$ cat config.mk
export PLATFORM = sky130hd
export DESIGN_NAME = cell_anisotropy_classifier_core_flat
export DESIGN_NICKNAME = d
export VERILOG_FILES = /design/src/sv/cac_pkg.sv /design/src/sv/cac_in_if.sv /design/src/sv/cac_out_if.sv /design/src/sv/cac_cfg_if.sv /design/src/sv/cell_anisotropy_classifier_core.sv /design/src/flat_wrapper.sv
export SDC_FILE = /design/constraint.sdc
export NUM_CORES = 2
export LEC_CHECK = 0
export ABC_AREA = 1
export BUFFER_PORTS_ARGS = -buffer_cell sky130_fd_sc_hd__buf_2
export CAP_MARGIN = 20
export CORE_MARGIN = 10
export CORE_UTILIZATION = 45
export CTS_CLUSTER_DIAMETER = 100
export CTS_CLUSTER_SIZE = 28
export DETAILED_ROUTE_END_ITERATION = 16
export GPL_TIMING_DRIVEN = 1
export PLACE_DENSITY = 0.58
export SYNTH_ARGS = -nofsm -noshare
export SYNTH_HDL_FRONTEND = slang
export SYNTH_SLANG_ARGS = --single-unit
$ cat constraint.sdc
create_clock -name clk -period 14.5 [get_ports clk]
set_clock_uncertainty 0.2 [all_clocks]
set_input_delay 3.625 -clock clk [delete_from_list [all_inputs] [get_ports clk]]
set_output_delay 3.625 -clock clk [all_outputs]
set_load 0.01 [all_outputs]
$ cat src/sv/cac_pkg.sv
// ----------------------------------------------------------------------------
// Cell anisotropy classifier package
// Shared widths, codes and state encodings for the classifier core.
// ----------------------------------------------------------------------------
`default_nettype none

package cac_pkg;

  localparam int INDEX_BITS  = 20;
  localparam int WEIGHT_W    = 32;
  localparam int CNT_W       = 7;
  localparam int SUM_W       = 39;
  localparam int PROD_W      = WEIGHT_W + CNT_W;
  localparam int RATIO_W     = 24;
  localparam int FRAC_W      = 16;
  localparam int THR_W       = 4;
  localparam int CFG_IDX_W   = 2;
  localparam int CFG_DATA_W  = 4;
  localparam int STEP_W      = 5;

  localparam logic [CNT_W-1:0]  MAX_DEGREE  = CNT_W'(64);
  localparam logic [THR_W-1:0]  THR_RESET   = THR_W'(4);
  localparam logic [STEP_W-1:0] DIV_STEPS   = STEP_W'(RATIO_W);

  localparam logic [CNT_W-1:0] CNT_2D_INNER = CNT_W'(4);
  localparam logic [CNT_W-1:0] CNT_2D_EDGE  = CNT_W'(3);
  localparam logic [CNT_W-1:0] CNT_3D_INNER = CNT_W'(6);
  localparam logic [CNT_W-1:0] CNT_3D_EDGE  = CNT_W'(5);

  typedef enum logic [1:0] {
    MODE_RATIO = 2'd0,
    MODE_NONE  = 2'd1,
    MODE_2D    = 2'd2,
    MODE_3D    = 2'd3
  } mode_t;

  typedef enum logic [1:0] {
    CLS_ISO   = 2'd0,
    CLS_ANISO = 2'd1,
    CLS_NONE  = 2'd2
  } class_t;

  typedef enum logic [CFG_IDX_W-1:0] {
    REG_MODE      = 2'd0,
    REG_THRESHOLD = 2'd1
  } cfg_reg_t;

  typedef enum logic [2:0] {
    S_ACC,
    S_MUL,
    S_CHECK,
    S_DIV,
    S_DONE
  } state_t;

endpackage

`default_nettype wire

$ cat src/sv/cac_in_if.sv
// ----------------------------------------------------------------------------
// Classifier input channel
// Valid/ready channel carrying one adjacency entry per word.
// ----------------------------------------------------------------------------
`default_nettype none

interface cac_in_if;
  import cac_pkg::*;

  logic                     valid;
  logic                     ready;
  logic [INDEX_BITS-1:0]    cell_index;
  logic [INDEX_BITS-1:0]    neighbour_index;
  logic [WEIGHT_W-1:0]      face_weight;
  logic                     on_boundary;
  logic                     last_entry;

  modport source (
    output valid, cell_index, neighbour_index, face_weight, on_boundary, last_entry,
    input  ready
  );

  modport sink (
    input  valid, cell_index, neighbour_index, face_weight, on_boundary, last_entry,
    output ready
  );
endinterface

`default_nettype wire

$ cat src/sv/cac_out_if.sv
// ----------------------------------------------------------------------------
// Classifier result channel
// Valid/ready channel carrying one cell classification per word.
// ----------------------------------------------------------------------------
`default_nettype none

interface cac_out_if;
  import cac_pkg::*;

  logic                  valid;
  logic                  ready;
  logic [INDEX_BITS-1:0] result_cell;
  class_t                cell_class;
  logic [WEIGHT_W-1:0]   peak_weight;
  logic [RATIO_W-1:0]    peak_to_mean;
  logic [CNT_W-1:0]      neighbour_count;

  modport source (
    output valid, result_cell, cell_class, peak_weight, peak_to_mean, neighbour_count,
    input  ready
  );

  modport sink (
    input  valid, result_cell, cell_class, peak_weight, peak_to_mean, neighbour_count,
    output ready
  );
endinterface

`default_nettype wire

$ cat src/sv/cac_cfg_if.sv
// ----------------------------------------------------------------------------
// Classifier configuration channel
// Valid/ready register write channel with register index and write data.
// ----------------------------------------------------------------------------
`default_nettype none

interface cac_cfg_if;
  import cac_pkg::*;

  logic                  valid;
  logic                  ready;
  logic [CFG_IDX_W-1:0]  index;
  logic [CFG_DATA_W-1:0] data;

  modport source (
    output valid, index, data,
    input  ready
  );

  modport sink (
    input  valid, index, data,
    output ready
  );
endinterface

`default_nettype wire

$ cat src/sv/cell_anisotropy_classifier_core.sv
// ----------------------------------------------------------------------------
// Cell anisotropy classifier core
// Accumulates a cell's adjacency entries and, on its last entry, classifies the
// cell and computes its peak-to-mean ratio with a shared bit-serial divider.
// ----------------------------------------------------------------------------
// An entry that is not marked last is taken while the core accumulates, so the
// entries of a cell stream in at one word per clock. After the last entry of a
// cell, no word is taken until the core has registered it, formed the peak
// times count product, made one range check, run 24 steps of the restoring
// divider, which produces one quotient bit per cycle, and loaded the result
// register. A zero count, zero sum or saturated ratio skips the divider
// steps. A finished result waits in its own output register, so the next
// cell's entries are accepted while it is still pending; the load cycle
// itself waits for as long as the word before it has not been taken.
`default_nettype none

module cell_anisotropy_classifier_core (
  input  wire logic clk,
  input  wire logic rst_n,
  cac_in_if.sink    in_port,
  cac_out_if.source out_port,
  cac_cfg_if.sink   cfg_port
);
  import cac_pkg::*;

  state_t                state_r, state_nxt;
  mode_t                 mode_r;
  logic [THR_W-1:0]      thr_r;

  logic [WEIGHT_W-1:0]   min_r, min_nxt;
  logic [WEIGHT_W-1:0]   max_r, max_nxt;
  logic [SUM_W-1:0]      sum_r, sum_nxt;
  logic [CNT_W-1:0]      cnt_r, cnt_nxt;
  logic [INDEX_BITS-1:0] cell_r;
  logic                  bnd_r;

  logic [PROD_W-1:0]     prod_r;
  logic [SUM_W-1:0]      rem_r;
  logic [RATIO_W-1:0]    quot_r;
  logic [STEP_W-1:0]     step_r;

  logic                  out_valid_r;
  logic [INDEX_BITS-1:0] out_cell_r;
  class_t                out_class_r, class_nxt;
  logic [WEIGHT_W-1:0]   out_peak_r;
  logic [RATIO_W-1:0]    out_ratio_r;
  logic [CNT_W-1:0]      out_cnt_r;

  logic                  in_acc;
  logic                  nonself;
  logic [SUM_W:0]        sum_wide;
  logic                  skip_div;
  logic                  div_ovf;
  logic [SUM_W:0]        rem_shift;
  logic                  div_ge;
  logic [SUM_W:0]        rem_sub;
  logic                  load_out;
  logic [WEIGHT_W+THR_W-1:0] thr_min;
  logic                  ratio_ok;
  logic                  fits_2d, fits_3d;

  // Accumulation of one entry.
  assign in_acc   = in_port.valid && in_port.ready;
  assign nonself  = in_port.cell_index != in_port.neighbour_index;
  assign sum_wide = {1'b0, sum_r} + (SUM_W+1)'(in_port.face_weight);

  always_comb begin
    min_nxt = min_r;
    max_nxt = max_r;
    cnt_nxt = cnt_r;
    if (nonself) begin
      if (in_port.face_weight > max_r) max_nxt = in_port.face_weight;
      if (in_port.face_weight < min_r) min_nxt = in_port.face_weight;
      if (cnt_r < MAX_DEGREE) cnt_nxt = cnt_r + CNT_W'(1);
    end
    sum_nxt = sum_wide[SUM_W] ? {SUM_W{1'b1}} : sum_wide[SUM_W-1:0];
  end

  // Divider range check and one restoring step.
  assign skip_div  = (cnt_r == '0) || (sum_r == '0);
  assign div_ovf   = SUM_W'(prod_r[PROD_W-1:PROD_W-31]) >= sum_r;
  assign rem_shift = {rem_r, quot_r[RATIO_W-1]};
  assign div_ge    = rem_shift >= {1'b0, sum_r};
  assign rem_sub   = rem_shift - {1'b0, sum_r};

  // Classification.
  assign thr_min  = (WEIGHT_W+THR_W)'(thr_r) * (WEIGHT_W+THR_W)'(min_r);
  assign ratio_ok = (max_r != '0) && (thr_min <= (WEIGHT_W+THR_W)'(max_r));
  assign fits_2d  = (cnt_r == CNT_2D_INNER) || (bnd_r && cnt_r == CNT_2D_EDGE);
  assign fits_3d  = (cnt_r == CNT_3D_INNER) || (bnd_r && cnt_r == CNT_3D_EDGE);

  always_comb begin
    unique case (mode_r)
      MODE_RATIO: class_nxt = ratio_ok ? CLS_ANISO : CLS_ISO;
      MODE_NONE:  class_nxt = CLS_NONE;
      MODE_2D:    class_nxt = (ratio_ok && fits_2d) ? CLS_ANISO : CLS_ISO;
      MODE_3D:    class_nxt = (ratio_ok && fits_3d) ? CLS_ANISO : CLS_ISO;
      default:    class_nxt = CLS_ISO;
    endcase
  end

  // Next state.
  always_comb begin
    state_nxt = state_r;
    unique case (state_r)
      S_ACC:   if (in_acc && in_port.last_entry) state_nxt = S_MUL;
      S_MUL:   state_nxt = S_CHECK;
      S_CHECK: state_nxt = (skip_div || div_ovf) ? S_DONE : S_DIV;
      S_DIV:   if (step_r == STEP_W'(1)) state_nxt = S_DONE;
      S_DONE:  if (!out_valid_r || out_port.ready) state_nxt = S_ACC;
      default: state_nxt = S_ACC;
    endcase
  end

  // Control outputs.
  always_comb begin
    in_port.ready = (state_r == S_ACC);
    load_out      = (state_r == S_DONE) && (!out_valid_r || out_port.ready);
    cfg_port.ready = 1'b1;
  end

  always_ff @(posedge clk) begin
    if (!rst_n) begin
      state_r <= S_ACC;
    end else begin
      state_r <= state_nxt;
    end
  end

  always_ff @(posedge clk) begin
    if (!rst_n) begin
      mode_r <= MODE_RATIO;
      thr_r  <= THR_RESET;
    end else if (cfg_port.valid && cfg_port.ready) begin
      unique case (cfg_port.index)
        REG_MODE:      mode_r <= mode_t'(cfg_port.data[1:0]);
        REG_THRESHOLD: thr_r  <= cfg_port.data[THR_W-1:0];
        default:       ;
      endcase
    end
  end

  always_ff @(posedge clk) begin
    if (!rst_n || load_out) begin
      min_r <= {WEIGHT_W{1'b1}};
      max_r <= '0;
      sum_r <= '0;
      cnt_r <= '0;
    end else if (in_acc) begin
      min_r <= min_nxt;
      max_r <= max_nxt;
      sum_r <= sum_nxt;
      cnt_r <= cnt_nxt;
    end
  end

  always_ff @(posedge clk) begin
    if (in_acc) begin
      cell_r <= in_port.cell_index;
      bnd_r  <= in_port.on_boundary;
    end
    if (state_r == S_MUL) begin
      prod_r <= PROD_W'(max_r) * PROD_W'(cnt_r);
    end
    if (state_r == S_CHECK) begin
      rem_r  <= SUM_W'(prod_r[PROD_W-1:PROD_W-31]);
      step_r <= DIV_STEPS;
      if (skip_div) begin
        quot_r <= '0;
      end else if (div_ovf) begin
        quot_r <= {RATIO_W{1'b1}};
      end else begin
        quot_r <= {prod_r[7:0], {FRAC_W{1'b0}}};
      end
    end
    if (state_r == S_DIV) begin
      rem_r  <= div_ge ? rem_sub[SUM_W-1:0] : rem_shift[SUM_W-1:0];
      quot_r <= {quot_r[RATIO_W-2:0], div_ge};
      step_r <= step_r - STEP_W'(1);
    end
  end

  always_ff @(posedge clk) begin
    if (!rst_n) begin
      out_valid_r <= 1'b0;
    end else if (load_out) begin
      out_valid_r <= 1'b1;
    end else if (out_port.ready) begin
      out_valid_r <= 1'b0;
    end
  end

  always_ff @(posedge clk) begin
    if (load_out) begin
      out_cell_r  <= cell_r;
      out_class_r <= class_nxt;
      out_peak_r  <= max_r;
      out_ratio_r <= quot_r;
      out_cnt_r   <= cnt_r;
    end
  end

  assign out_port.valid           = out_valid_r;
  assign out_port.result_cell     = out_cell_r;
  assign out_port.cell_class      = out_class_r;
  assign out_port.peak_weight     = out_peak_r;
  assign out_port.peak_to_mean    = out_ratio_r;
  assign out_port.neighbour_count = out_cnt_r;

`ifndef SYNTH
  a_busy_not_ready: assert property (@(posedge clk) disable iff (!rst_n)
    (state_r != S_ACC) |-> !in_port.ready)
    else $error("input ready while a cell is being finished");

  a_cnt_bound: assert property (@(posedge clk) disable iff (!rst_n)
    cnt_r <= MAX_DEGREE)
    else $error("neighbour count above degree bound");

  a_rem_below_div: assert property (@(posedge clk) disable iff (!rst_n)
    (state_r == S_DIV) |-> (rem_r < sum_r))
    else $error("divider remainder not below divisor");

  a_clear_after_load: assert property (@(posedge clk) disable iff (!rst_n)
    load_out |=> (cnt_r == '0 && sum_r == '0 && max_r == '0 && out_valid_r))
    else $error("accumulators not cleared after result load");

  a_div_steps: assert property (@(posedge clk) disable iff (!rst_n)
    (state_r == S_DIV) |-> (step_r != '0 && step_r <= DIV_STEPS))
    else $error("divider step count out of range");
`endif

endmodule

`default_nettype wire
$ cat src/flat_wrapper.sv
// flat-port wrapper written by rule: the top's interface ports become plain ports
module cell_anisotropy_classifier_core_flat import cac_pkg::*;
  (clk, rst_n, in_port_valid, in_port_cell_index, in_port_neighbour_index, in_port_face_weight, in_port_on_boundary, in_port_last_entry, in_port_ready, out_port_valid, out_port_result_cell, out_port_cell_class, out_port_peak_weight, out_port_peak_to_mean, out_port_neighbour_count, out_port_ready, cfg_port_valid, cfg_port_index, cfg_port_data, cfg_port_ready);
  cac_in_if in_port_i ();
  cac_out_if out_port_i ();
  cac_cfg_if cfg_port_i ();
  input  wire logic clk;
  input  wire logic rst_n;
  input wire logic [$bits(in_port_i.valid)-1:0] in_port_valid;
  input wire logic [$bits(in_port_i.cell_index)-1:0] in_port_cell_index;
  input wire logic [$bits(in_port_i.neighbour_index)-1:0] in_port_neighbour_index;
  input wire logic [$bits(in_port_i.face_weight)-1:0] in_port_face_weight;
  input wire logic [$bits(in_port_i.on_boundary)-1:0] in_port_on_boundary;
  input wire logic [$bits(in_port_i.last_entry)-1:0] in_port_last_entry;
  output wire logic [$bits(in_port_i.ready)-1:0] in_port_ready;
  output wire logic [$bits(out_port_i.valid)-1:0] out_port_valid;
  output wire logic [$bits(out_port_i.result_cell)-1:0] out_port_result_cell;
  output wire logic [$bits(out_port_i.cell_class)-1:0] out_port_cell_class;
  output wire logic [$bits(out_port_i.peak_weight)-1:0] out_port_peak_weight;
  output wire logic [$bits(out_port_i.peak_to_mean)-1:0] out_port_peak_to_mean;
  output wire logic [$bits(out_port_i.neighbour_count)-1:0] out_port_neighbour_count;
  input wire logic [$bits(out_port_i.ready)-1:0] out_port_ready;
  input wire logic [$bits(cfg_port_i.valid)-1:0] cfg_port_valid;
  input wire logic [$bits(cfg_port_i.index)-1:0] cfg_port_index;
  input wire logic [$bits(cfg_port_i.data)-1:0] cfg_port_data;
  output wire logic [$bits(cfg_port_i.ready)-1:0] cfg_port_ready;
  assign in_port_i.valid = in_port_valid;
  assign in_port_i.cell_index = in_port_cell_index;
  assign in_port_i.neighbour_index = in_port_neighbour_index;
  assign in_port_i.face_weight = in_port_face_weight;
  assign in_port_i.on_boundary = in_port_on_boundary;
  assign in_port_i.last_entry = in_port_last_entry;
  assign in_port_ready = in_port_i.ready;
  assign out_port_valid = out_port_i.valid;
  assign out_port_result_cell = out_port_i.result_cell;
  assign out_port_cell_class = out_port_i.cell_class;
  assign out_port_peak_weight = out_port_i.peak_weight;
  assign out_port_peak_to_mean = out_port_i.peak_to_mean;
  assign out_port_neighbour_count = out_port_i.neighbour_count;
  assign out_port_i.ready = out_port_ready;
  assign cfg_port_i.valid = cfg_port_valid;
  assign cfg_port_i.index = cfg_port_index;
  assign cfg_port_i.data = cfg_port_data;
  assign cfg_port_ready = cfg_port_i.ready;
  cell_anisotropy_classifier_core u_core (.clk(clk), .rst_n(rst_n), .in_port(in_port_i), .out_port(out_port_i), .cfg_port(cfg_port_i));
endmodule
# [Yosys cells after proc, flatten, opt, wreduce, memory -nomap -nowiden]
# Cells that the tools add are included.
[totals] output_inout_bits=88 reg_bits=333 in_bits=85 word_cells=99
[op_classes] muxes=21 mul=2 reduce_logical=30 add_sub_neg=4 order_cmp=6 eq_ne=17
[op_table] operator="39-bit 2-to-1 mux" n=4
[op_table] operator="24-bit 2-to-1 mux" n=4
[op_table] operator="39-bit by 32-bit adder with 40-bit output" n=1
[op_table] operator="40-bit by 39-bit >= comparator with 1-bit output" n=1
[op_table] operator="31-bit by 39-bit >= comparator with 1-bit output" n=1
[op_table] operator="39-bit zero test" n=1
[op_table] operator="32-bit by 7-bit multiplier with 39-bit output" n=1
[op_table] operator="39-bit subtractor" n=1
[op_table] operator="36-bit by 32-bit less-or-equal comparator with 1-bit output" n=1
[op_table] operator="4-bit by 32-bit multiplier with 36-bit output" n=1
[op_table] operator="32-bit greater-than comparator" n=1
[op_table] operator="32-bit < comparator" n=1
[op_table] operator="32-bit nonzero test" n=1
[op_table] operator="7-bit by 3-bit == test with 1-bit output (second input constant)" n=3
[op_table] operator="20-bit inequality test" n=1
[op_table] operator="3-bit one-hot mux with 5 select lines" n=1
[op_table] operator="3-bit 2-to-1 mux" n=4
[op_table] operator="3-bit AND reduction" n=4
[op_table] operator="5-bit 2-to-1 mux" n=2
[op_table] operator="1-bit logical AND" n=8
[op_table] operator="2-bit one-hot mux with 4 select lines" n=1
[op_table] operator="7-bit by 1-bit adder with 7-bit output (second input constant)" n=1
[op_table] operator="7-bit by 2-bit == test with 1-bit output (second input constant)" n=1
[op_table] operator="7-bit zero test" n=1
[op_table] operator="other kinds (17)" n=34

# [Logic depth before layout (Yosys ltp)]
[logic_depth] depth_word=6 ltp_mapped=31 ltp_nobuf=29

# [Worst setup path before layout]
# OpenSTA, ideal clock, no wires.
[synth_timing] kind="input to register" from="input out_port_ready" to="register u_core.sum_r[20]" path_buffers=2 arrival_time_ns=8.267 required_ns=14.180 setup_time_ns=0.120 setup_slack_ns=5.913 cell_stages=9 cell_sequence="nor2_1 nor2_1 inv_1 nand2_1 inv_1 buf_2 clkbuf_1 o21ai_0 nor2_1"
[synth_via] elab_chain_cells=3
[synth_lines] element="from (decl)" line_no="flat_wrapper.sv:22" rtl="input wire logic [$bits(out_port_i.ready)-1:0] out_port_ready;"
[synth_lines] element="1-bit logical OR" line_no="cell_anisotropy_classifier_core.sv:118" rtl="load_out = (state_r == S_DONE) && (!out_valid_r || out_port.ready);"
[synth_lines] element="1-bit logical AND" line_no="cell_anisotropy_classifier_core.sv:118"
[synth_lines] element="via u_core.load_out" line_no="cell_anisotropy_classifier_core.sv:57" rtl="logic load_out;"
[synth_lines] element="1-bit logical OR" line_no="cell_anisotropy_classifier_core.sv:144" rtl="if (!rst_n || load_out) begin"
[synth_lines] element="to (signal assigned)" line_no="cell_anisotropy_classifier_core.sv:152" rtl="sum_r <= sum_nxt;"
[synth_lines] element="to (decl)" line_no="cell_anisotropy_classifier_core.sv:32" rtl="logic [SUM_W-1:0] sum_r, sum_nxt;"
# The timed path passes the listed nets, and every way through them passes these cells.
# A chain may end at the register's enable or synchronous reset.

# [Worst setup path after layout]
[layout_timing] from="input in_port_face_weight[10]" to="register u_core.sum_r[4]"
[layout_via] elab_chain_cells=2
[layout_lines] element="from (decl)" line_no="flat_wrapper.sv:12" rtl="input wire logic [$bits(in_port_i.face_weight)-1:0] in_port_face_weight;"
[layout_lines] element="39-bit by 32-bit adder with 40-bit output" line_no="cell_anisotropy_classifier_core.sv:65" rtl="assign sum_wide = {1'b0, sum_r} + (SUM_W+1)'(in_port.face_weight);"
[layout_lines] element="39-bit 2-to-1 mux" line_no="cell_anisotropy_classifier_core.sv:76" rtl="sum_nxt = sum_wide[SUM_W] ? {SUM_W{1'b1}} : sum_wide[SUM_W-1:0];"
# No other way between the ends.

==> summary.md <==
| Metric | Value |
|---|---|
| Startpoint Class | input pin |
| Grt ovf | 0 |
| Ys async rst share | 0 |
| Antenna Violating Nets Remaining | 0 |
| CP required | 14.80 ns |
| Worst Hold Class | reg -> reg |
| Fin nets | 5060 |
| 1st-pass router iterations | 6 |
| Root buffer cell | clkbuf_16 |
| Hold Buf Count CTS | 0 |
| Synth Warn # | 0 |
| EDFF count, synth | 213 |
| GR Layer Usage met1 | 0.337 |
| Cell Area, Synth | 0.0324 mm^2 |
| Routing usage on met2 | 0.396 |
| Max-cap viol count | 0 |
| Shortest period the worst path allows | 6.15 ns |
| Detailed Route Iter0 Violations | 2450 |
| CTS Sinks | 333 |
| Number of H-tree levels | 1 |
| Reg area | 0.00880 mm^2 |
| DRC | 0 |
| Status | complete, no violations |
| Gate Count Post-Synth | 4362 |
| Top delay family on crit path | compound AO/OA/AOI/OAI gates |
| Num CTS Buffers | 23 |
| Bufs on Longest Clock Path | 3 |
| Grt peak-use layer | met2 |
| Wire length per cell | 19.2 um |
| Ports | 173 |
| Buffers and inverters on the worst path | 3 |
| Gr usage total | 0.247 |
| Final wirelength | 104000 um |
| Starting Density | 0.454 |
| Relative slew slack | 0.291 |
| Crit path kind | in -> reg |
| Final hold violations | 0 |
| Critical Path Sink | u_core.sum_r[4] |
| Final HPWL DP | 83100 um |
| Die W | 288 um |
| Register bit count reported by yosys | 333 |
| Slew Viols, Final | 0 |
| Leak pwr | 17.8 nW |
| VDD IR-drop max | 0.103 mV |
| Mean Syn Cell Area | 7.42 um^2 |
| Layout cells sized above 1 | 0.0625 |
| I/O Buffers | 171 |
| Setup Total Neg Slack | 0 ns |
| First-pass GRT wire length | 161000 um |
| CTS tree | built |
| Row cnt | 98 |
| Setup crit end kind | flop |
| Logic pwr share | 0.556 |
| DR vias/cell | 5.27 |
| RR Startpoint | u_core.thr_r[3] |
| Slowest Stage Delay on Critical Path | 0.50 ns |
| Most frequent cells in the layout | nand2_1, inv_1, nor2_1, ha_1, a21oi_1 |
| Design Power | 4.99 mW |
| Initial antenna violation count | 9 |
| Crit path from | in_port_face_weight[10] |
| Sequential share of power | 0.291 |
| CP cell instances | buf_2, ha_1, a21oi_1, a21boi_0, o21ai_0, nand2_1, nand2_1, nand2_1, nand3_1, nor2_4, inv_2, o21ai_0, inv_1 |
| Worst-path maximum fanout | 18 |
| Core Box Area | 0.0714 mm^2 |
| Layout area overhead | 8.25% |
| Most Frequent Cell on Critical Path | nand2_1 |
| Net Switching | 2.48 mW |
| Tcrit/Tclk final | 0.424 |
| Clock Power Share | 0.153 |
| RR Endpoint | u_core.out_port.cell_class[0] |
| Slew @ Worst Pin | 1.06 ns |
| Internal reg-to-reg setup slack | 8.55 ns |
| Post-CTS setup buffers | 0 |
| Ys flop type | edfxtp_1 |
| Placer Congestion | 0.996 |
| Vias in the first global route | 27700 |
| Via count | 28700 |
| Count of cell types in the netlist | 50 |
| Multi-input gate area | 0.0201 mm^2 |
| Post-CTS sizing | 0 |
| Die height | 288 um |
| Fmax | 163 MHz |
| Critical path depth | 13 |
| GR Layer Usage met3 | 0.0427 |
| Arr. time, crit path | 6.45 ns |
| Final setup vio count | 0 |
| Die area | 0.0831 mm^2 |
| Worst R2R Path Depth | 22 |
| Worst-path clk slew | 0.09 ns |
| Syn Nets | 4958 |
| Register area share after synthesis | 0.272 |
| Switch share | 0.498 |
| Filler cells | 7251 |
| PwrDens | 142 mW/mm^2 |
| Clock network latency to the later pin of the worst-skew pair | 0.62 ns |
| Internal Power | 2.51 mW |
| Largest net degree at the start of global routing | 93 |
| Most common cell after layout, fill and taps aside | nand2_1 |
| Critical Path Slowest Stage Cell | nor2_4 |
| RSZ-0062 raised after global routing | no |
-- cell families (layout without fill, tap and decap cells) --
family,Yosys count,count (layout),synth area share
adder cells (fa/ha/maj),511,511,0.246
other,1,6,0.000116
AND/OR/NAND/NOR,1900,1900,0.243
flip-flops,333,333,0.272
buffers and inverters,902,1019,0.108
AO/OA/AOI/OAI,596,596,0.0992
XOR/XNOR,119,119,0.0322
-- area by class of cell --
class,instances,share of cell area
Timing Repair Buffer,211,0.0336
Tap cell,950,0.0339
Antenna cell,5,0.000357
Clock buffer,25,0.0172
Sequential cell,333,0.251
Clock inverter,15,0.00725
Multi-Input combinational cell,3127,0.574
Inverter,768,0.0822
-- per-layer routing --
layer  vias to the layer above  share of wire
li1                      14100              -
met1                     13600           0.45
met2                       817           0.45
met3                       155          0.068
met4                         8          0.033
met5                         -        0.00051
-- how the worst min path moves through the flow --
stage	startpoint	endpoint	slack [ns]	depth (start not counted)
2_1_floorplan	u_core.cell_r[0]	u_core.out_port.result_cell[0]	0.20	0
3_3_place_gp	u_core.cell_r[0]	u_core.out_port.result_cell[0]	0.20	0
3_5_place_dp	u_core.cell_r[10]	u_core.out_port.result_cell[10]	0.20	0
4_1_cts	u_core.cell_r[1]	u_core.out_port.result_cell[1]	0.21	0
5_1_grt	u_core.cell_r[2]	u_core.out_port.result_cell[2]	0.20	0
6_report	u_core.cell_r[2]	u_core.out_port.result_cell[2]	0.21	0
-- power by group through the flow --
stage	registers, mW	clock network, mW	logic (mW)
finish	1.45	0.764	2.77
global route	1.47	0.821	3.15
global placement	1.47	0	2.73
CTS	1.44	0.785	2.76
floorplan	1.34	0	2.02
detailed placement	1.46	0	2.74
-- cell usage after synthesis (6+ instances only) --
cell type	instances	area, um^2
nor2_1	420	1580
nor3_1	36	180
ha_1	300	3750
o21ai_0	172	861
edfxtp_1	213	6400
buf_6	6	67.6
a21oi_1	284	1420
a21boi_0	15	113
o21a_1	12	90.1
xor2_1	66	578
fa_1	211	4220
buf_1	10	37.5
buf_2	12	60.1
o21ai_1	40	200
nand4_1	49	307
nor4_1	29	181
xnor2_1	53	464
clkbuf_1	100	375
nand3b_1	37	278
nand2_1	1097	4120
a21o_1	12	90.1
o211ai_1	7	52.6
o21bai_1	21	158
a31oi_1	21	131
dfxtp_1	120	2400
inv_1	763	2860
nand3_1	210	1050
-- through the flow --
step                      utilization  instances  area (um^2)  setup slack (ns)  hold WS [ns]
final                           0.491       5434        35000              8.35         0.211
after detailed placement        0.479       5389        34200              7.87         0.205
after floorplan                     -       4362        32400              5.91         0.200
after global placement          0.479       5388        34200              7.88         0.201
after CTS                       0.491       5429        35000              8.51         0.209
after global routing            0.491       5432        35000              8.18         0.202
-- registers in the layout, indices dropped and copies added, names as in the netlist --
| signal | count |
|---|---|
| u_core.out_port.result_cell | 20 |
| u_core.state_r | 3 |
| u_core.rem_r | 39 |
| u_core.thr_r | 4 |
| u_core.step_r | 5 |
| u_core.out_port.cell_class | 2 |
| u_core.out_port.peak_weight | 32 |
| u_core.out_port.peak_to_mean | 24 |
| u_core.max_r | 32 |
| u_core.quot_r | 24 |
| u_core.bnd_r | 1 |
| u_core.min_r | 32 |
| u_core.sum_r | 39 |
| u_core.mode_r | 2 |
| u_core.out_port.neighbour_count | 7 |
| u_core.out_port.valid | 1 |
| u_core.cnt_r | 7 |
| u_core.cell_r | 20 |
| u_core.prod_r | 39 |
-- worst reg2reg max path, cell delays in order, from the launching register on --
cell and delay (ns):
dfxtp_1 0.36, buf_4 0.39, nand2_1 0.18, fa_1 0.52
fa_1 0.55, fa_1 0.49, nand3b_1 0.18, nand2_1 0.13
a21oi_1 0.13, o21ai_0 0.56, nand3_1 0.14, nand2_1 0.15
a21oi_1 0.11, xnor2_1 0.15, ha_1 0.28, nand2_1 0.04
nor2_1 0.32, nand2_1 0.09, nor2_1 0.14, nand4_1 0.21
nand2_1 0.20, nand4_1 0.11, nor2_1 0.16
(Power assumes the default switching activity.)
